<file path="src/sv/tedt_pkg.sv">
package tedt_pkg;

	localparam int COORD_BITS_DEF = 12;

	localparam int CFG_IDX_W = 2;
	localparam int CFG_DATA_W = 16;
	localparam int WIN_W = 16;
	localparam int TIME_W = 32;
	localparam int TYPE_W = 16;
	localparam int CODE_W = 16;
	localparam int VALUE_W = 32;

	typedef enum logic [1:0] {
		KIND_START = 2'd0,
		KIND_END   = 2'd1,
		KIND_MOVE  = 2'd2
	} kind_t;

	typedef enum logic [CFG_IDX_W-1:0] {
		CFG_GLITCH_WIN = 2'd0,
		CFG_DTAP_WIN   = 2'd1,
		CFG_BACKLIGHT  = 2'd2
	} cfg_idx_t;

	localparam logic [TYPE_W-1:0] EV_TYPE_SYNC = 16'd0;
	localparam logic [TYPE_W-1:0] EV_TYPE_KEY  = 16'd1;
	localparam logic [TYPE_W-1:0] EV_TYPE_ABS  = 16'd3;
	localparam logic [CODE_W-1:0] TOUCH_KEY_CODE = 16'd330;
	localparam logic [CODE_W-1:0] AXIS_X = 16'd0;
	localparam logic [CODE_W-1:0] AXIS_Y = 16'd1;

	localparam logic [WIN_W-1:0] GLITCH_WIN_RST = 16'd20;
	localparam logic [WIN_W-1:0] DTAP_WIN_RST   = 16'd500;

endpackage

</file>
<file path="src/sv/touch_event_decoder_double_tap.sv">
// touch event decoder with double-tap detection
// input channel: in_valid / in_stall with event_type, event_code, event_value
// and time_ms; a transfer happens on a rising edge with in_valid high and
// in_stall low. events go into an input register and are decoded from there
// against the held gesture state.
// output channel: out_valid / out_stall with gesture_kind, pos_x, pos_y,
// double_tap and acknowledged. only a sync event gives a result.
// a sync event passes from the input register into the result register.
// throughput: one event per cycle; the decode is a handful of compares and
// one 33-bit add per window check between the input and result registers.
// when the receiver stalls, the result register holds; a further sync in
// the input register waits, and in_stall rises until the result is taken.
// key and axis events still drain while the output is stalled.
// configuration: cfg_we, cfg_index, cfg_data write one register per edge;
// index 0 glitch window, 1 double-tap window, 2 backlight enable.
// reset (arst_n low) empties both registers and restores windows 20 and
// 500 ms, backlight on, pending kind move, coordinates and times zero.
module touch_event_decoder_double_tap #(
	parameter int COORD_BITS = tedt_pkg::COORD_BITS_DEF
) (
	input  logic                                 clk,
	input  logic                                 arst_n,
	input  logic                                 cfg_we,
	input  logic [tedt_pkg::CFG_IDX_W-1:0]       cfg_index,
	input  logic [tedt_pkg::CFG_DATA_W-1:0]      cfg_data,
	input  logic                                 in_valid,
	output logic                                 in_stall,
	input  logic [tedt_pkg::TYPE_W-1:0]          event_type,
	input  logic [tedt_pkg::CODE_W-1:0]          event_code,
	input  logic signed [tedt_pkg::VALUE_W-1:0]  event_value,
	input  logic [tedt_pkg::TIME_W-1:0]          time_ms,
	output logic                                 out_valid,
	input  logic                                 out_stall,
	output logic [1:0]                           gesture_kind,
	output logic [COORD_BITS-1:0]                pos_x,
	output logic [COORD_BITS-1:0]                pos_y,
	output logic                                 double_tap,
	output logic                                 acknowledged
);

	localparam logic [COORD_BITS-1:0] COORD_MAX = {COORD_BITS{1'b1}};

	logic [tedt_pkg::WIN_W-1:0] glitch_win_q;
	logic [tedt_pkg::WIN_W-1:0] dtap_win_q;
	logic                       backlight_q;

	logic                             valid_s1;
	logic [tedt_pkg::TYPE_W-1:0]      type_s1;
	logic [tedt_pkg::CODE_W-1:0]      code_s1;
	logic [tedt_pkg::VALUE_W-1:0]     value_s1;
	logic [tedt_pkg::TIME_W-1:0]      time_s1;

	tedt_pkg::kind_t              pending_q;
	logic [COORD_BITS-1:0]        held_x_q;
	logic [COORD_BITS-1:0]        held_y_q;
	logic [tedt_pkg::TIME_W-1:0]  last_start_q;
	logic [tedt_pkg::TIME_W-1:0]  first_tap_q;
	logic                         ack_q;

	logic                         out_valid_q;
	tedt_pkg::kind_t              kind_q;
	logic [COORD_BITS-1:0]        pos_x_q;
	logic [COORD_BITS-1:0]        pos_y_q;
	logic                         dtap_q;
	logic                         ack_out_q;

	logic                         is_sync;
	logic                         out_free;
	logic                         advance;
	logic                         fire;
	logic [tedt_pkg::TIME_W:0]    glitch_end;
	logic [tedt_pkg::TIME_W:0]    dtap_end;
	logic                         not_glitch;
	logic                         in_dtap;
	logic                         start_ok;
	logic                         is_dtap;
	logic [COORD_BITS-1:0]        coord_sat;
	logic                         axis_ok;

	assign is_sync    = (type_s1 == tedt_pkg::EV_TYPE_SYNC);
	assign out_free   = !out_valid_q || !out_stall;
	assign advance    = !valid_s1 || !is_sync || out_free;
	assign fire       = valid_s1 && advance;
	assign in_stall   = !advance;

	assign glitch_end = {1'b0, last_start_q} + {17'd0, glitch_win_q};
	assign dtap_end   = {1'b0, first_tap_q} + {17'd0, dtap_win_q};
	assign not_glitch = {1'b0, time_s1} >= glitch_end;
	assign in_dtap    = {1'b0, time_s1} < dtap_end;
	assign start_ok   = (pending_q == tedt_pkg::KIND_START) && not_glitch;
	assign is_dtap    = start_ok && backlight_q && in_dtap;

	assign axis_ok   = !value_s1[tedt_pkg::VALUE_W-1] && (value_s1 != '0);
	assign coord_sat = (value_s1[tedt_pkg::VALUE_W-1:COORD_BITS] != '0)
		? COORD_MAX : value_s1[COORD_BITS-1:0];

	always_ff @(posedge clk or negedge arst_n) begin
		if (!arst_n) begin
			glitch_win_q <= tedt_pkg::GLITCH_WIN_RST;
			dtap_win_q   <= tedt_pkg::DTAP_WIN_RST;
			backlight_q  <= 1'b1;
		end else if (cfg_we) begin
			case (cfg_index)
				tedt_pkg::CFG_GLITCH_WIN: glitch_win_q <= cfg_data;
				tedt_pkg::CFG_DTAP_WIN:   dtap_win_q   <= cfg_data;
				tedt_pkg::CFG_BACKLIGHT:  backlight_q  <= cfg_data[0];
				default: ;
			endcase
		end
	end

	// input register
	always_ff @(posedge clk or negedge arst_n) begin
		if (!arst_n) begin
			valid_s1 <= 1'b0;
		end else if (advance) begin
			valid_s1 <= in_valid;
		end
	end

	always_ff @(posedge clk) begin
		if (advance && in_valid) begin
			type_s1  <= event_type;
			code_s1  <= event_code;
			value_s1 <= event_value;
			time_s1  <= time_ms;
		end
	end

	// gesture state
	always_ff @(posedge clk or negedge arst_n) begin
		if (!arst_n) begin
			pending_q    <= tedt_pkg::KIND_MOVE;
			held_x_q     <= '0;
			held_y_q     <= '0;
			last_start_q <= '0;
			first_tap_q  <= '0;
			ack_q        <= 1'b0;
		end else if (fire) begin
			if (is_sync) begin
				pending_q <= tedt_pkg::KIND_MOVE;
				if (start_ok) begin
					last_start_q <= time_s1;
					if (backlight_q && !in_dtap) begin
						first_tap_q <= time_s1;
					end
				end
				if (is_dtap) begin
					ack_q <= 1'b1;
				end
			end else if (type_s1 == tedt_pkg::EV_TYPE_KEY
					&& code_s1 == tedt_pkg::TOUCH_KEY_CODE) begin
				if (value_s1 == 32'd1) begin
					pending_q <= tedt_pkg::KIND_START;
				end else if (value_s1 == '0) begin
					pending_q <= tedt_pkg::KIND_END;
				end
			end else if (type_s1 == tedt_pkg::EV_TYPE_ABS && axis_ok) begin
				if (code_s1 == tedt_pkg::AXIS_X) begin
					held_x_q <= coord_sat;
				end else if (code_s1 == tedt_pkg::AXIS_Y) begin
					held_y_q <= coord_sat;
				end
			end
		end
	end

	// result register
	always_ff @(posedge clk or negedge arst_n) begin
		if (!arst_n) begin
			out_valid_q <= 1'b0;
		end else if (fire && is_sync) begin
			out_valid_q <= 1'b1;
		end else if (!out_stall) begin
			out_valid_q <= 1'b0;
		end
	end

	always_ff @(posedge clk) begin
		if (fire && is_sync) begin
			kind_q    <= pending_q;
			dtap_q    <= is_dtap;
			ack_out_q <= ack_q || is_dtap;
			if (pending_q == tedt_pkg::KIND_END) begin
				pos_x_q <= '0;
				pos_y_q <= '0;
			end else begin
				pos_x_q <= held_x_q;
				pos_y_q <= held_y_q;
			end
		end
	end

	assign out_valid    = out_valid_q;
	assign gesture_kind = kind_q;
	assign pos_x        = pos_x_q;
	assign pos_y        = pos_y_q;
	assign double_tap   = dtap_q;
	assign acknowledged = ack_out_q;

endmodule
</file>
<file path="config.mk">
export PLATFORM = sky130hd
export DESIGN_NAME = touch_event_decoder_double_tap
export DESIGN_NICKNAME = d
export VERILOG_FILES = /design/src/sv/tedt_pkg.sv /design/src/sv/touch_event_decoder_double_tap.sv
export SDC_FILE = /design/constraint.sdc
export NUM_CORES = 1
export LEC_CHECK = 0
export BUFFER_PORTS_ARGS = -buffer_cell sky130_fd_sc_hd__buf_2
export CAP_MARGIN = 20
export CORE_MARGIN = 10
export CORE_UTILIZATION = 59
export DETAILED_ROUTE_END_ITERATION = 7
export HOLD_SLACK_MARGIN = 0.03
export PLACE_DENSITY_LB_ADDON = 0.05
export SLEW_MARGIN = 20
export SYNTH_ARGS = -nofsm -noshare
export SYNTH_HDL_FRONTEND = slang
export SYNTH_SLANG_ARGS = --single-unit
</file>
<file path="constraint.sdc">
create_clock -name clk -period 7.56 [get_ports clk]
set_input_delay 1.512 -clock clk [delete_from_list [all_inputs] [get_ports clk]]
set_output_delay 1.512 -clock clk [all_outputs]
set_load 0.03 [all_outputs]
</file>
==> flow_summary.yaml <==
logic_synthesis:
  syn-cell-area_um2: 12400
  postSynthAreaPerCell_um2: 13.0
  synth_top_area_frac: 0.300
  synth_top_area_cell: "edfxtp_1"
  ys_ff_latch: 250
  synth_edf_count: 124
  async_flop_share: 0.504
  yosysWarnings: 0
  ys_seq_area_frac: 0.555
  synth_cell_type_count: 62
  syn_nets: 1173
  synth_cells: 957
  netlist_top_cells_area: "edfxtp_1 30%, dfrtp_1 23%, ha_1 9.6%"
  synth-main-ff-cell: "edfxtp_1"
place:
  place_congestion: 0.872
  portBuffers: 148
  dp.cells: 1361
  place_hpwl_um: 20100
power:
  p_per_area_nw_per_um2: 221
  finalPower_mw: 3.16
  leakagePower_nw: 6.20
  ir_worst_vdd_uv: 212
setup_path:
  crit_type: "register to register"
  cp_cell_sequence: "ha_1, nand4_1, nor4_1, o21ai_0, a31oi_1, nor2b_1, nand2_1, xor2_1, ha_1, nand4_1, nor4_1, o311a_1, a211oi_2, nor4_4, buf_4, mux2_2"
  crit_fanout: 23
  critPathSlowestCell: "nor4_4"
  critical-path-top-delay-family: "simple AND/OR/NAND/NOR gates"
  critPathBufInv: 1
  required_ns: 7.97
  critPathArrivalTime_ns: 6.31
  setup.worst_path.end_class: "register"
  start_kind: "register"
  slowest_delay_ns: 0.90
route:
  routedWlPerCell_um: 19.1
  ant_nets: 0
  drc_errors: 0
  vias: 8143
  first_pass_iters: 5
  drt-initial-drc-count: 418
  routed_wl_um: 26900
  via_per_inst: 5.77
floorplanning:
  initial_core_util: 0.606
  die_h_um: 165
  die_w_um: 165
  io_pins: 149
  row_count: 52
  core_area_um2: 20500
  dieArea_um2: 27200
clock_network:
  cts_hold_buf: 0
  clockRootBuffer: "clkbuf_16"
  cts_buffers: 25
  htree_num_levels: 1
  cts.sinks: 250
  clk_latency_ns: 0.53
  clk_pin_slew_ns: 0.07
  postCtsSetupBuffers: 0
  cts-resized-gates: 0
  cts_tree: "built"
  clockBufferDepth: 3
global_route:
  grt_pass1_vias: 8481
  antenna_found_initial: 3
  overflow: 0
  grtUsageTotal: 0.196
  grt_max_degree: 76
  grt_pass1_wl_um: 43100
timing:
  fin_setup_tns_ns: 0
  slew_headroom: 0.289
  timing.final.crit_share: 0.781
  hold_violations: 0
  worst_pin_slew_ns: 1.06
  rsz0062_at_grt: "no"
  setup_viol: 0
  fmax_mhz: 169
  fin_skew_ns: 0.00935
  drv_slew: 0
  period_needed_ns: 5.90
final_layout:
  final_nets: 1334
  layout_commonest_cell: "buf_2"
  areaGrowthSynthToFinish_pct: 15.3
  final-instance-count-excl-fill: 1411
  final_cell_mix: "147 x buf_2, 124 x edfxtp_1, 116 x dfrtp_1"
  drive_gt1_frac: 0.281
min_path:
  hold_path_class: "register to register"
flow_run:
  drv_cap: 0
run_status:
  status: "finished, final reports clean"
## worst paths after layout
path | start | end | slack (ns) | cells after the start
worst min register to register | ack_q | ack_q | 0.45 | 2
max in group asynchronous | arst_n | held_x_q[11] | 5.14 | 2
worst max register to register | glitch_win_q[7] | first_tap_q[31] | 1.66 | 16
worst max-delay path | glitch_win_q[7] | first_tap_q[31] | 1.66 | 16
worst min-delay path | ack_q | ack_q | 0.45 | 2
min in group asynchronous | arst_n | glitch_win_q[8] | 1.05 | 1
## flip-flops by register name, summed over array words and instances (netlist names), 2 cells and up
signal	flops
pos_x	12
value_s1	32
last_start_q	32
held_y_q	12
dtap_win_q	16
code_s1	16
glitch_win_q	16
type_s1	16
first_tap_q	32
pending_q	2
held_x_q	12
gesture_kind	2
time_s1	32
pos_y	12
## synth_stat cells (3+ instances only)
cell,number
nand3_1,25
o21bai_1,7
nor2_1,35
xnor2_1,16
and3_1,14
o211ai_1,5
and2_1,26
or4_1,3
a21oi_1,48
dfrtp_1,116
nor4_1,17
nor3_1,8
nand3b_1,6
nor2b_1,6
buf_6,3
nand2_1,58
a211oi_2,4
a211oi_1,10
dfstp_2,10
mux2_4,30
o21ai_1,5
xor2_1,43
edfxtp_1,124
inv_1,15
a211o_1,3
clkbuf_1,12
and4_1,4
mux2_2,67
nand4_1,23
ha_1,95
o21ai_0,53
or2_2,5
buf_2,4
a31oi_1,4
a21o_1,12
nand2b_1,7
## power breakdown
part           switching (mW)  internal [mW]
logic                   0.179          0.154
registers              0.0606           1.52
clock network           0.523          0.727
## worst register-to-register path: cells and delay by family (launching register included)
family	cells	cell delay (ns)
and+or+nand+nor	7	2.51
AOI/OAI and AO/OA	4	1.07
adders and majority gates	2	0.72
buffers and inverters	1	0.56
DFF	1	0.40
muxes	1	0.40
xor gates and xnor gates	1	0.15
## area by class of cell
type                       instances  area (um2)
multi-input combinational        673        5390
antenna                            4        10.0
fill                            1522        6190
inverter                          15        56.3
sequential                       250        6890
tap                              270         338
clock buffer                      30         689
clock inverter                    16         156
timing repair buffer             153         781
## cell families after synthesis
family	Yosys count	share of synthesized area
multiplexers	99	0.0989
XOR/XNOR	59	0.0416
AND/OR/NAND/NOR	246	0.106
buffers and inverters	34	0.0125
flip-flops	250	0.555
adder cells (fa/ha/maj)	97	0.0990
AO/OA/AOI/OAI	172	0.0866
## layer usage
| metal | track usage | part of all wire | up-vias |
|---|---|---|---|
| met2 | 0.324 | 0.48 | 193 |
| met3 | 0.0304 | 0.051 | 42 |
| met1 | 0.262 | 0.44 | 3981 |
| met4 | 0.0539 | 0.025 | 0 |
| li1 | - | - | 3927 |
| met5 | 0 | 0 | - |
## per-stage QoR
stage                     utilization  hold WS [ns]  instance area, um2  worst slack, ns
after floorplan                     -         0.421               12400            0.919
after global placement          0.656         0.435               13500             1.67
after detailed placement        0.656         0.439               13500             1.71
after CTS                       0.698         0.454               14300             1.66
after global routing            0.698         0.475               14300             1.21
final                           0.698         0.450               14300             1.66
Note: power is estimated with default switching activity, not from simulation.
